$ cat src/rtl/core/mecanum_wheel_speed_mixer_assert.svh
// Assertion macros used by the mecanum wheel speed mixer RTL.
`ifndef MECANUM_WHEEL_SPEED_MIXER_ASSERT_SVH
`define MECANUM_WHEEL_SPEED_MIXER_ASSERT_SVH

// Same-cycle implication, sampled on the rising clock edge, off during reset.
`define MWSM_ASSERT_IMPLIES(label, clk, rst_n, ante, cons) \
	label: assert property (@(posedge clk) disable iff (!rst_n) (ante) |-> (cons)) \
		else $error("mecanum mixer: implication check failed");

// Next-cycle implication, sampled on the rising clock edge, off during reset.
`define MWSM_ASSERT_NEXT(label, clk, rst_n, ante, cons) \
	label: assert property (@(posedge clk) disable iff (!rst_n) (ante) |=> (cons)) \
		else $error("mecanum mixer: next-cycle check failed");

`endif

$ cat src/rtl/core/mwsm_pkg.sv
// Shared types, constants and helper functions of the mecanum wheel speed mixer.
package mwsm_pkg;

	// Field and datapath widths.
	localparam int NUM_WHEELS  = 4;
	localparam int SPEED_W     = 16;
	localparam int LIMIT_W     = 15;
	localparam int RATIO_W     = 32;
	localparam int FRAC_W      = 16;
	localparam int CFG_INDEX_W = 3;
	localparam int CFG_DATA_W  = 32;

	// Rotation product: 15-bit yaw magnitude times a Q16.16 ratio.
	localparam int PROD_ROT_W = (SPEED_W - 1) + RATIO_W;
	localparam int ROT_W      = PROD_ROT_W - FRAC_W;
	// Wheel mix sum is signed and two bits wider than a rotation magnitude.
	localparam int SUM_W      = ROT_W + 2;
	localparam int MAG_W      = SUM_W - 1;
	// Wheel mix magnitude times the rpm ratio.
	localparam int PROD_RPM_W = MAG_W + RATIO_W;
	localparam int SCALED_W   = PROD_RPM_W - FRAC_W;
	// Peak magnitude and the scaling divider.
	localparam int PEAK_W     = SPEED_W;
	localparam int NUM_W      = PEAK_W + LIMIT_W;
	localparam int QUO_W      = LIMIT_W;
	localparam int DIV_STEPS  = 3;
	localparam int DIV_STAGES = QUO_W / DIV_STEPS;

	// Wheel positions inside the packed wheel arrays.
	localparam int WHEEL_FL = 0;
	localparam int WHEEL_FR = 1;
	localparam int WHEEL_RR = 2;
	localparam int WHEEL_RL = 3;

	typedef logic signed [SPEED_W-1:0] speed_t;

	// Chassis command carried by one input transfer.
	typedef struct packed {
		speed_t speed_forward;
		speed_t speed_sideways;
		speed_t rate_yaw;
	} cmd_t;

	// Wheel targets carried by one output transfer.
	typedef struct packed {
		speed_t rpm_front_left;
		speed_t rpm_front_right;
		speed_t rpm_rear_right;
		speed_t rpm_rear_left;
		logic   was_scaled;
	} wheel_t;

	// Configuration register file.
	typedef struct packed {
		logic [LIMIT_W-1:0] limit_forward;
		logic [LIMIT_W-1:0] limit_sideways;
		logic [LIMIT_W-1:0] limit_yaw;
		logic [RATIO_W-1:0] ratio_front;
		logic [RATIO_W-1:0] ratio_rear;
		logic [RATIO_W-1:0] ratio_rpm;
		logic [LIMIT_W-1:0] limit_wheel;
	} cfg_t;

	typedef enum logic [CFG_INDEX_W-1:0] {
		CFG_LIMIT_FORWARD  = 3'd0,
		CFG_LIMIT_SIDEWAYS = 3'd1,
		CFG_LIMIT_YAW      = 3'd2,
		CFG_RATIO_FRONT    = 3'd3,
		CFG_RATIO_REAR     = 3'd4,
		CFG_RATIO_RPM      = 3'd5,
		CFG_LIMIT_WHEEL    = 3'd6
	} cfg_index_t;

	localparam cfg_t CFG_RESET = '{
		limit_forward:  15'd3500,
		limit_sideways: 15'd3500,
		limit_yaw:      15'd360,
		ratio_front:    32'd458752,
		ratio_rear:     32'd458752,
		ratio_rpm:      32'd434,
		limit_wheel:    15'd8500
	};

	// Saturated wheel speeds and their magnitudes.
	typedef struct packed {
		speed_t [NUM_WHEELS-1:0]             rpm;
		logic   [NUM_WHEELS-1:0][PEAK_W-1:0] mag;
	} mix_t;

	// Operands of the proportional scaling division.
	typedef struct packed {
		speed_t [NUM_WHEELS-1:0]            rpm;
		logic   [NUM_WHEELS-1:0][NUM_W-1:0] num;
		logic   [PEAK_W-1:0]                peak;
		logic                               scaled;
	} scale_t;

	// Partial state of the division as it walks down the divider stages.
	typedef struct packed {
		speed_t [NUM_WHEELS-1:0]             rpm;
		logic   [NUM_WHEELS-1:0][PEAK_W-1:0] rem;
		logic   [NUM_WHEELS-1:0][QUO_W-1:0]  low;
		logic   [NUM_WHEELS-1:0][QUO_W-1:0]  quo;
		logic   [PEAK_W-1:0]                 peak;
		logic                                scaled;
	} quo_t;

	// Clamp a signed axis value to the symmetric range of an unsigned limit.
	function automatic speed_t clamp_axis(input speed_t v, input logic [LIMIT_W-1:0] lim);
		logic signed [SPEED_W:0] v_ext;
		logic signed [SPEED_W:0] hi;
		logic signed [SPEED_W:0] lo;
		speed_t                  r;
		v_ext = (SPEED_W+1)'(v);
		hi    = $signed({{(SPEED_W+1-LIMIT_W){1'b0}}, lim});
		lo    = -hi;
		if (v_ext > hi) begin
			r = hi[SPEED_W-1:0];
		end else if (v_ext < lo) begin
			r = lo[SPEED_W-1:0];
		end else begin
			r = v;
		end
		return r;
	endfunction

endpackage

$ cat src/rtl/core/mwsm_peak.sv
// Two-stage peak search, limit compare and numerator product for the scaling divider.
module mwsm_peak (
	input  logic                             clk,
	input  logic                             arst_n,
	input  logic [mwsm_pkg::LIMIT_W-1:0]     limit_wheel,
	input  logic                             mix_valid,
	output logic                             mix_ready,
	input  mwsm_pkg::mix_t                   mix,
	output logic                             scale_valid,
	input  logic                             scale_ready,
	output mwsm_pkg::scale_t                 scale
);
	import mwsm_pkg::*;

	logic vld_s1, vld_s2;
	logic load_s1, load_s2;

	assign load_s2   = !vld_s2 || scale_ready;
	assign load_s1   = !vld_s1 || load_s2;
	assign mix_ready = load_s1;

	always_ff @(posedge clk or negedge arst_n) begin
		if (!arst_n) begin
			vld_s1 <= 1'b0;
			vld_s2 <= 1'b0;
		end else begin
			if (load_s1) vld_s1 <= mix_valid;
			if (load_s2) vld_s2 <= vld_s1;
		end
	end

	// Stage 1: two-level maximum tree and the compare against the wheel limit.
	logic [PEAK_W-1:0] max_front, max_rear, peak_d;
	logic [PEAK_W-1:0] peak_s1;
	logic              scaled_s1;
	mix_t              mix_s1;

	always_comb begin
		max_front = (mix.mag[WHEEL_FL] > mix.mag[WHEEL_FR]) ? mix.mag[WHEEL_FL]
			: mix.mag[WHEEL_FR];
		max_rear  = (mix.mag[WHEEL_RR] > mix.mag[WHEEL_RL]) ? mix.mag[WHEEL_RR]
			: mix.mag[WHEEL_RL];
		peak_d    = (max_front > max_rear) ? max_front : max_rear;
	end

	always_ff @(posedge clk) begin
		if (load_s1) begin
			mix_s1    <= mix;
			peak_s1   <= peak_d;
			scaled_s1 <= peak_d > PEAK_W'(limit_wheel);
		end
	end

	// Stage 2: numerator of each wheel's scaling, magnitude times the limit.
	scale_t scale_s2;

	always_ff @(posedge clk) begin
		if (load_s2) begin
			for (int i = 0; i < NUM_WHEELS; i++) begin
				scale_s2.num[i] <= NUM_W'(mix_s1.mag[i]) * NUM_W'(limit_wheel);
			end
			scale_s2.rpm    <= mix_s1.rpm;
			scale_s2.peak   <= peak_s1;
			scale_s2.scaled <= scaled_s1;
		end
	end

	assign scale_valid = vld_s2;
	assign scale       = scale_s2;

endmodule

$ cat config.mk
export PLATFORM = sky130hd
export DESIGN_NAME = mwsm_peak
export DESIGN_NICKNAME = d
export VERILOG_FILES = /design/src/rtl/core/mecanum_wheel_speed_mixer_assert.svh /design/src/rtl/core/mwsm_pkg.sv /design/src/rtl/core/mwsm_peak.sv
export SDC_FILE = /design/constraint.sdc
export NUM_CORES = 2
export LEC_CHECK = 0
export CORE_MARGIN = 2
export CORE_UTILIZATION = 42
export CTS_CLUSTER_DIAMETER = 120
export DETAILED_ROUTE_END_ITERATION = 12
export DONT_BUFFER_PORTS = 1
export PLACE_DENSITY_LB_ADDON = 0.12
export SETUP_SLACK_MARGIN = 0.2
export SLEW_MARGIN = 20
export SYNTH_ARGS = -nofsm -noshare
export SYNTH_HDL_FRONTEND = slang
export SYNTH_SLANG_ARGS = --single-unit
$ cat constraint.sdc
create_clock -name clk -period 11.2 [get_ports clk]
set_input_delay 0.56 -clock clk [delete_from_list [all_inputs] [get_ports clk]]
set_output_delay 0.56 -clock clk [all_outputs]
set_load 0.1 [all_outputs]
==> metrics <==
run status=completed; core area=102000 um2; max_slew headroom=24.6%; synth top area cells=fa_1 (33%), edfxtp_1 (24%), ha_1 (13%), inv_1 (6.4%), and2_1 (5.6%); average routed wire per standard cell=between 20 and 25 um; area grow syn2layout=8.84%; ys flop type=edfxtp_1; Gate Count Post-Synth=4094; CP Launch Type=register; IO buf count=0; CP Class=reg -> reg; post-CTS sizing=0; latest clock arrival within the worst-skew pair=650 ps; Mapped Area=~43000 um2; hold depth=0; first-pass GRT wire length=178 mm; asr flop ratio synth=less than 1%; crit path to=scale[108]; Post-CTS Setup Bufs=0; setup TNS=0 ps; row cnt=117; Worst EP required=11570 ps; Synth Area in Adders=46.2%; Post-Synth XOR/XNOR Area=2.13%; yosys warns=0; Worst Path Arrival=7200 ps; mux cell area share after synthesis=under 10%; TritonCTS Sinks=352; crit path max fanout=15; via count=28.2k; buffer type at the clock tree root=clkbuf_16; synthesized net count=5404; overall global routing resource usage=between 20% and 30%; post-synthesis compound-gate area fraction=just over 5%; final hold slack=52.0 ps; vias in the first global route=slightly above 30k; Starting Density=42.4%; chip width=325 um; RSZ-0062 raised after global routing=no; initial antenna violation count=4; H-tree depth=2; R2R setup slack=between 4000 and 5000 ps; post-DP HPWL=82.2 mm; commonest non-fill, non-tap cells in the layout=inv_1 (735), fa_1 (720), nand2_1 (638); share of layout cells above drive strength 1=3.03%; Clock Pin Slew Worst Setup and Hold Paths=about 60 ps; period utilization=between 60% and 70%; Max Slew Vio Count=0; r2r endpoint=scale[108]; Post-synth EDFFs=350; Max-cap violations=0; Fmax achieved=0.147 GHz; I/O pins=approximately 350; reg-to-reg startpoint=mix_s1[43]; Die Footprint=~110000 um2; Fin. Hold Viols=0; GPL Wtd Cong=0.831; CP startpoint=mix_s1[43]; crit path time final=6820 ps; area of the multi-input gates=29200 um2; Worst-Margin Slew=1130 ps; fillcell total=9743; grt total ovfl=0; Die Y=325 um; sequential fraction of the synthesis area=about a quarter; largest net degree at the start of global routing=66; FF+latch area=10600 um2; CTS tree=yes; Finish-stage setup viols=0; TritonCTS Buffers=45; area fraction of the dominant cell type after synthesis=33.3%; Routed Antenna Nets=0; Crit. End Element=register; area leader, netlist=fa_1; # diodes=0; simple-gate area share of the yosys netlist=13.1%; Nets=between 5k and 6k; hold crit path type=in -> reg; clock skew=around 59 ps; Routed WL=111 mm; maximum clock insertion buffer count=3; vias per inst=5.13; drt first-iter violations=about 1.4k; Synth cell types=68; largest family of logic cells by synthesized area=adder cells; synthesized flop and latch total=~350; worst r2r path cells=19; syn avg cell area=10.6 um2; DRC=0; commonest non-fill, non-tap cell in the layout=inv_1; First-pass DRT Iterations=5
==> synthesized netlist by cell type (all sizes together) (4+ instances only) <==
cell     number
o211ai        5
mux2i        19
and2        386
a2111oi       4
nor3         11
a21oi       102
a311oi        4
inv         744
clkbuf      173
nor4          5
nand4        21
fa          720
nand2       638
a21o         48
xor2         27
a211oi       10
nor2b        16
o31ai         6
xnor2        78
ha          443
nand2b       14
nand3        16
and3         15
nor2         46
buf           5
or3           7
o21a         29
mux2         14
edfxtp      350
and4          4
o21bai       22
a31oi         9
o21ai        70
==> kinds of logic after synthesis <==
kind of cell / count (synthesis)
adders and majority gates: 1163
AOI/OAI and AO/OA: 337
and+or+nand+nor: 1182
DFF: 352
buffers and inverters: 922
xor gates and xnor gates: 105
muxes: 33
==> layout make-up <==
cell class / instances / area share, %
timing repair buffer: 124 / 2.64
sequential: 352 / 22.4
tap: 1368 / 3.64
inverter: 744 / 5.93
multi-input combinational: 2820 / 62.1
clock inverter: 26 / 0.736
clock buffer: 58 / 2.56
==> worst min-delay path by stage <==
stage / startpoint / end / slack (ps)
after global routing: mix[74] / mix_s1[74] / 10
after CTS: mix[70] / mix_s1[70] / 7
final: mix[34] / mix_s1[34] / 50
after global placement: arst_n / vld_s1 / 260
after floorplan: arst_n / scale_valid / 260
after detailed placement: arst_n / vld_s1 / 260
==> layer usage <==
metal | vias up | part of all wire [%] | global-route usage, %
met5 | - | 0.013 | 0
met4 | 2 | 2.7 | 6.08
met3 | 142 | 5.7 | 3.95
met2 | 727 | 46 | 35.2
met1 | 14500 | 45 | 29.8
li1 | 12800 | - | -
==> sequential cells by signal, indices dropped and copies added (netlist names) <==
signal	count
vld_s1	1
peak_s1	16
scale	205
scaled_s1	1
scale_valid	1
mix_s1	128
==> metrics by stage <==
step	setup WS, ps	utilization (%)	area (um2)	cells
6_report	4380	46.2	47100	5492
4_1_cts	4280	46.2	47100	5492
5_1_grt	3970	46.2	47100	5492
3_3_place_gp	4310	43.5	44300	5291
2_1_floorplan	4210	-	43200	4094
3_5_place_dp	4300	43.5	44300	5291
==> worst max-delay path, stage by stage (launching register included) <==
cell and delay, ps:
edfxtp_1 920, nand2_1 170, fa_1 510, inv_1 50, fa_1 380, fa_1 550, inv_1 60, fa_1 520
inv_1 50, fa_1 510, fa_1 440, ha_1 440, and3_1 250, nand4_1 130, a2111oi_1 710, o41ai_2 210
o21ai_1 270, a21o_1 150, a21oi_1 70, xnor2_1 150
==> what timing repair did <==
item                       4_1_cts  5_1_grt
hold buffers                   117        0
setup endpoints to repair        0        0
hold endpoints to repair       118        0
Power is left out: the tool's default activity adds up to more than one toggle a clock period on the data nets, which glitch-free logic cannot reach.
