$ cat src/rtl/core/mecanum_wheel_speed_mixer_assert.svh
// Assertion macros used by the mecanum wheel speed mixer RTL.
`ifndef MECANUM_WHEEL_SPEED_MIXER_ASSERT_SVH
`define MECANUM_WHEEL_SPEED_MIXER_ASSERT_SVH

// Same-cycle implication, sampled on the rising clock edge, off during reset.
`define MWSM_ASSERT_IMPLIES(label, clk, rst_n, ante, cons) \
	label: assert property (@(posedge clk) disable iff (!rst_n) (ante) |-> (cons)) \
		else $error("mecanum mixer: implication check failed");

// Next-cycle implication, sampled on the rising clock edge, off during reset.
`define MWSM_ASSERT_NEXT(label, clk, rst_n, ante, cons) \
	label: assert property (@(posedge clk) disable iff (!rst_n) (ante) |=> (cons)) \
		else $error("mecanum mixer: next-cycle check failed");

`endif

$ cat src/rtl/core/mwsm_pkg.sv
// Shared types, constants and helper functions of the mecanum wheel speed mixer.
package mwsm_pkg;

	// Field and datapath widths.
	localparam int NUM_WHEELS  = 4;
	localparam int SPEED_W     = 16;
	localparam int LIMIT_W     = 15;
	localparam int RATIO_W     = 32;
	localparam int FRAC_W      = 16;
	localparam int CFG_INDEX_W = 3;
	localparam int CFG_DATA_W  = 32;

	// Rotation product: 15-bit yaw magnitude times a Q16.16 ratio.
	localparam int PROD_ROT_W = (SPEED_W - 1) + RATIO_W;
	localparam int ROT_W      = PROD_ROT_W - FRAC_W;
	// Wheel mix sum is signed and two bits wider than a rotation magnitude.
	localparam int SUM_W      = ROT_W + 2;
	localparam int MAG_W      = SUM_W - 1;
	// Wheel mix magnitude times the rpm ratio.
	localparam int PROD_RPM_W = MAG_W + RATIO_W;
	localparam int SCALED_W   = PROD_RPM_W - FRAC_W;
	// Peak magnitude and the scaling divider.
	localparam int PEAK_W     = SPEED_W;
	localparam int NUM_W      = PEAK_W + LIMIT_W;
	localparam int QUO_W      = LIMIT_W;
	localparam int DIV_STEPS  = 3;
	localparam int DIV_STAGES = QUO_W / DIV_STEPS;

	// Wheel positions inside the packed wheel arrays.
	localparam int WHEEL_FL = 0;
	localparam int WHEEL_FR = 1;
	localparam int WHEEL_RR = 2;
	localparam int WHEEL_RL = 3;

	typedef logic signed [SPEED_W-1:0] speed_t;

	// Chassis command carried by one input transfer.
	typedef struct packed {
		speed_t speed_forward;
		speed_t speed_sideways;
		speed_t rate_yaw;
	} cmd_t;

	// Wheel targets carried by one output transfer.
	typedef struct packed {
		speed_t rpm_front_left;
		speed_t rpm_front_right;
		speed_t rpm_rear_right;
		speed_t rpm_rear_left;
		logic   was_scaled;
	} wheel_t;

	// Configuration register file.
	typedef struct packed {
		logic [LIMIT_W-1:0] limit_forward;
		logic [LIMIT_W-1:0] limit_sideways;
		logic [LIMIT_W-1:0] limit_yaw;
		logic [RATIO_W-1:0] ratio_front;
		logic [RATIO_W-1:0] ratio_rear;
		logic [RATIO_W-1:0] ratio_rpm;
		logic [LIMIT_W-1:0] limit_wheel;
	} cfg_t;

	typedef enum logic [CFG_INDEX_W-1:0] {
		CFG_LIMIT_FORWARD  = 3'd0,
		CFG_LIMIT_SIDEWAYS = 3'd1,
		CFG_LIMIT_YAW      = 3'd2,
		CFG_RATIO_FRONT    = 3'd3,
		CFG_RATIO_REAR     = 3'd4,
		CFG_RATIO_RPM      = 3'd5,
		CFG_LIMIT_WHEEL    = 3'd6
	} cfg_index_t;

	localparam cfg_t CFG_RESET = '{
		limit_forward:  15'd3500,
		limit_sideways: 15'd3500,
		limit_yaw:      15'd360,
		ratio_front:    32'd458752,
		ratio_rear:     32'd458752,
		ratio_rpm:      32'd434,
		limit_wheel:    15'd8500
	};

	// Saturated wheel speeds and their magnitudes.
	typedef struct packed {
		speed_t [NUM_WHEELS-1:0]             rpm;
		logic   [NUM_WHEELS-1:0][PEAK_W-1:0] mag;
	} mix_t;

	// Operands of the proportional scaling division.
	typedef struct packed {
		speed_t [NUM_WHEELS-1:0]            rpm;
		logic   [NUM_WHEELS-1:0][NUM_W-1:0] num;
		logic   [PEAK_W-1:0]                peak;
		logic                               scaled;
	} scale_t;

	// Partial state of the division as it walks down the divider stages.
	typedef struct packed {
		speed_t [NUM_WHEELS-1:0]             rpm;
		logic   [NUM_WHEELS-1:0][PEAK_W-1:0] rem;
		logic   [NUM_WHEELS-1:0][QUO_W-1:0]  low;
		logic   [NUM_WHEELS-1:0][QUO_W-1:0]  quo;
		logic   [PEAK_W-1:0]                 peak;
		logic                                scaled;
	} quo_t;

	// Clamp a signed axis value to the symmetric range of an unsigned limit.
	function automatic speed_t clamp_axis(input speed_t v, input logic [LIMIT_W-1:0] lim);
		logic signed [SPEED_W:0] v_ext;
		logic signed [SPEED_W:0] hi;
		logic signed [SPEED_W:0] lo;
		speed_t                  r;
		v_ext = (SPEED_W+1)'(v);
		hi    = $signed({{(SPEED_W+1-LIMIT_W){1'b0}}, lim});
		lo    = -hi;
		if (v_ext > hi) begin
			r = hi[SPEED_W-1:0];
		end else if (v_ext < lo) begin
			r = lo[SPEED_W-1:0];
		end else begin
			r = v;
		end
		return r;
	endfunction

endpackage

$ cat src/rtl/core/mwsm_div.sv
// Pipelined restoring divider: four wheel quotients, DIV_STEPS quotient bits per stage.
module mwsm_div (
	input  logic              clk,
	input  logic              arst_n,
	input  logic              scale_valid,
	output logic              scale_ready,
	input  mwsm_pkg::scale_t  scale,
	output logic              quo_valid,
	input  logic              quo_ready,
	output mwsm_pkg::quo_t    quo
);
	import mwsm_pkg::*;

	logic [DIV_STAGES-1:0] vld_s;
	logic [DIV_STAGES:0]   load;
	quo_t                  dat_s [DIV_STAGES];
	quo_t                  entry;

	// Quotient fits in QUO_W bits, so the upper numerator bits start as remainder.
	always_comb begin
		entry.rpm    = scale.rpm;
		entry.peak   = scale.peak;
		entry.scaled = scale.scaled;
		for (int i = 0; i < NUM_WHEELS; i++) begin
			entry.rem[i] = scale.num[i][NUM_W-1:QUO_W];
			entry.low[i] = scale.num[i][QUO_W-1:0];
			entry.quo[i] = '0;
		end
	end

	assign load[DIV_STAGES] = quo_ready;
	assign scale_ready      = load[0];

	for (genvar k = 0; k < DIV_STAGES; k++) begin : g_stage
		quo_t src;
		quo_t nxt;
		logic src_valid;

		if (k == 0) begin : g_first
			assign src       = entry;
			assign src_valid = scale_valid;
		end else begin : g_next
			assign src       = dat_s[k-1];
			assign src_valid = vld_s[k-1];
		end

		assign load[k] = !vld_s[k] || load[k+1];

		// Restoring steps: shift in one numerator bit, subtract the peak when it fits.
		always_comb begin
			logic [PEAK_W:0] trial;
			logic [PEAK_W:0] diff;
			logic            qbit;
			nxt = src;
			for (int i = 0; i < NUM_WHEELS; i++) begin
				for (int s = 0; s < DIV_STEPS; s++) begin
					trial = {nxt.rem[i], nxt.low[i][QUO_W-1]};
					diff  = trial - {1'b0, src.peak};
					qbit  = trial >= {1'b0, src.peak};
					nxt.low[i] = {nxt.low[i][QUO_W-2:0], 1'b0};
					nxt.rem[i] = qbit ? diff[PEAK_W-1:0] : trial[PEAK_W-1:0];
					nxt.quo[i] = {nxt.quo[i][QUO_W-2:0], qbit};
				end
			end
		end

		always_ff @(posedge clk or negedge arst_n) begin
			if (!arst_n) begin
				vld_s[k] <= 1'b0;
			end else if (load[k]) begin
				vld_s[k] <= src_valid;
			end
		end

		always_ff @(posedge clk) begin
			if (load[k]) begin
				dat_s[k] <= nxt;
			end
		end
	end

	assign quo_valid = vld_s[DIV_STAGES-1];
	assign quo       = dat_s[DIV_STAGES-1];

endmodule

$ cat config.mk
export PLATFORM = sky130hd
export DESIGN_NAME = mwsm_div
export DESIGN_NICKNAME = d
export VERILOG_FILES = /design/src/rtl/core/mecanum_wheel_speed_mixer_assert.svh /design/src/rtl/core/mwsm_pkg.sv /design/src/rtl/core/mwsm_div.sv
export SDC_FILE = /design/constraint.sdc
export NUM_CORES = 2
export LEC_CHECK = 0
export ABC_AREA = 1
export BUFFER_PORTS_ARGS = -buffer_cell sky130_fd_sc_hd__clkbuf_2
export CAP_MARGIN = 20
export CORE_MARGIN = 8
export CORE_UTILIZATION = 66
export CTS_BUF_LIST = sky130_fd_sc_hd__clkbuf_2
export DETAILED_ROUTE_END_ITERATION = 12
export HOLD_SLACK_MARGIN = 0.05
export PLACE_DENSITY = 0.95
export SLEW_MARGIN = 20
export SYNTH_ARGS = -nofsm -noshare
export SYNTH_HDL_FRONTEND = slang
export SYNTH_SLANG_ARGS = --single-unit
$ cat constraint.sdc
create_clock -name clk -period 52.5 [get_ports clk]
set_input_delay 2.625 -clock clk [delete_from_list [all_inputs] [get_ports clk]]
set_output_delay 2.625 -clock clk [all_outputs]
set_load 0.1 [all_outputs]
==> run_results.csv <==
group,metric,value,unit
detailed_routing,drc,0,
clock_network,h-tree-depth,5,
sta,post-route-period-util,17.1,%
final_layout,num-fill-cells,11000,
place,post-place-ws,42.29,ns
global_routing,antenna_found_initial,12,
synth,synth-edff-count,1025,
sta,fmaxAchievable,112,MHz
sta,finalClockSkew,0.214,ns
detailed_routing,vias,84900,
detailed_routing,routed_via_density,6.07,
critical_path,crit_family,"simple AND/OR/NAND/NOR gates",
synth,ys.flop_type,"edfxtp_1",
sta,tightest_slew,1.13,ns
global_routing,grt_pass1_wl,455,mm
sta,slew_violations,0,
status,outcome,"completed",
final_layout,syn_to_final_growth,5.08,%
synth,ys_seq_area_share,33.8,%
final_layout,layout_common_cells,"nand2_1 (3,501), edfxtp_1 (1,025), inv_1 (1,011)",
sta,slew_headroom,24.7,%
floorplan,die-area,151000,um2
sta,min_period,8.95,ns
sta,setup_viol,0,
detailed_routing,totalWireLength,300,mm
final_layout,final_common_cell,"nand2_1",
place,gp_congestion,1.00,
floorplan,core.rowCount,136,
place,dp_hpwl,229,mm
global_routing,grt_pass1_vias,82400,
clock_network,cts.sinks,1030,
hold_path,hold_class,"reg2reg",
clock_network,cts_tree,"yes",
synth,ys_warn_count,0,
sta,worst_slack,43.55,ns
floorplan,die_w,388,um
clock_network,clock_latency,1.68,ns
critical_path,cp.arrival,10.29,ns
critical_path,crit_buf_inv,5,
critical_path,cp-start-kind,"flop",
clock_network,cts_resized,0,
synth,synth_cell_type_count,64,
critical_path,crit_required,53.83,ns
clock_network,cts_buffer_depth,4,
detailed_routing,final_antenna_net_count,0,
clock_network,cts_setup_buffers,0,
sta,fin_tns_setup,0,ns
final_layout,final_nets,13200,
detailed_routing,drt_iter0_markers,8203,
sta,grt_setup_unrepaired,"no",
sta,whs,0.335,ns
clock_network,root_buffer,"clkbuf_2",
synth,netlist_area,91400,um2
clock_network,clk_pin_slew_worst_paths,0.10,ns
clock_network,cts_buffers,285,
critical_path,crit_type,"reg2reg",
flow_run,max_cap_violations,0,
detailed_routing,drt_first_pass_iters,9,
floorplan,die_y,388,um
sta,finalHoldViolCount,0,
floorplan,fp.coreArea,137000,um2
synth,ys_seq_elements,1030,
clock_network,ctsHoldBuffers,0,
critical_path,cpMostUsedCell,"nand2_1",
detailed_routing,wl_per_cell,21.4,um
critical_path,max_stage_delay,0.81,ns
synth,syn_area_per_cell,7.90,um2
synth,synthArstFlopShare,0.485,%
global_routing,grt_overflow,0,
critical_path,slowest_stage,"inv_1",
final_layout,drive_gt1_share,9.89,%
floorplan,io_pins,476,
critical_path,cp_max_fo,21,
global_routing,track_usage,37.9,%
synth,syn-instance-count,11600,
floorplan,initial_core_util,66.5,%
global_routing,grt_max_degree,91,
critical_path,cp-end-kind,"flop",
place,portBuffers,415,
per-layer routing:
layer  track usage, %  routed length [um]  vias up  part of all wire, %
met3             6.96               24300     1430                  8.1
met5                0                  11        -               0.0037
li1                 -                   -    40200                    -
met4             27.8               26600        2                  8.9
met2             64.4              140000     4582                   47
met1             42.6              109000    38700                   36
state kept, by name, summed over array words and instances, names as in the netlist:
signal,count
g_stage.src_valid,4
dat_s,1025
quo_valid,1
stage by stage:
stage | util [%] | cell area, um2 | cells
final | 69.9 | 96100 | 14000
after global routing | 69.9 | 96100 | 14000
after CTS | 69.8 | 96000 | 14000
after detailed placement | 68.1 | 93600 | 13500
after global placement | 68.1 | 93600 | 13500
after floorplan | - | 91700 | 11600
synth_stat cells, types with 54 or more instances:
cell / count / area share [%]
or2_2: 56 / 0.38
nor2_1: 543 / 2.2
nand3_1: 869 / 4.8
a21o_1: 74 / 0.61
o21ai_0: 591 / 3.2
inv_1: 1015 / 4.2
buf_2: 78 / 0.43
a31oi_1: 58 / 0.40
nand4_1: 120 / 0.82
xnor2_1: 334 / 3.2
fa_1: 60 / 1.3
nor3_1: 72 / 0.39
buf_4: 304 / 2.5
nand2_1: 3503 / 14
o21bai_1: 54 / 0.44
ha_1: 960 / 13
a21oi_1: 845 / 4.6
edfxtp_1: 1025 / 34
nand3b_1: 68 / 0.56
xor2_1: 390 / 3.7
worst paths after layout:
| check | from | endpoint | slack (ns) | cells past startpoint |
|---|---|---|---|---|
| max | dat_s[0][764] | dat_s[0][1164] | 43.55 | 34 |
| min | dat_s[0][350] | dat_s[0][606] | 0.34 | 0 |
| max reg2reg | dat_s[0][764] | dat_s[0][1164] | 43.55 | 34 |
| min reg2reg | dat_s[0][350] | dat_s[0][606] | 0.34 | 0 |
| max in group asynchronous | arst_n | g_stage[1].src_valid | 51.52 | 1 |
| min in group asynchronous | arst_n | quo_valid | 0.79 | 1 |
worst reg2reg max path, delay by kind of cell, from the launching register on:
kind                     cells  cell delay (ns)
AND/OR/NAND/NOR             19             3.65
buffers and inverters        5             1.88
AO/OA/AOI/OAI                7             1.63
adder cells (fa/ha/maj)      3             1.08
flip-flops                   1             0.52
cells by family after synthesis:
group / count (synthesis) / synth area share (%)
AO/OA/AOI/OAI: 1886 / 11.6
XOR/XNOR: 724 / 6.94
adder cells (fa/ha/maj): 1020 / 14.5
buffers and inverters: 1472 / 7.67
flip-flops: 1030 / 33.8
other: 1 / 0.00410
AND/OR/NAND/NOR: 5447 / 25.6
area by class of cell:
class / instances / area (um2) / area share (%)
diodes: 12 / 30.0 / 0.0313
clock inverters: 93 / 548 / 0.570
multi-input cells: 9137 / 53800 / 56.0
clock buffers: 369 / 1850 / 1.92
repair buffers: 518 / 2850 / 2.97
well taps: 1794 / 2240 / 2.34
inverters: 1029 / 3890 / 4.05
flip-flops and latches: 1030 / 30900 / 32.2
Power is not shown: default switching activity piles up to over one toggle a cycle in this logic, so the estimate is an artifact.
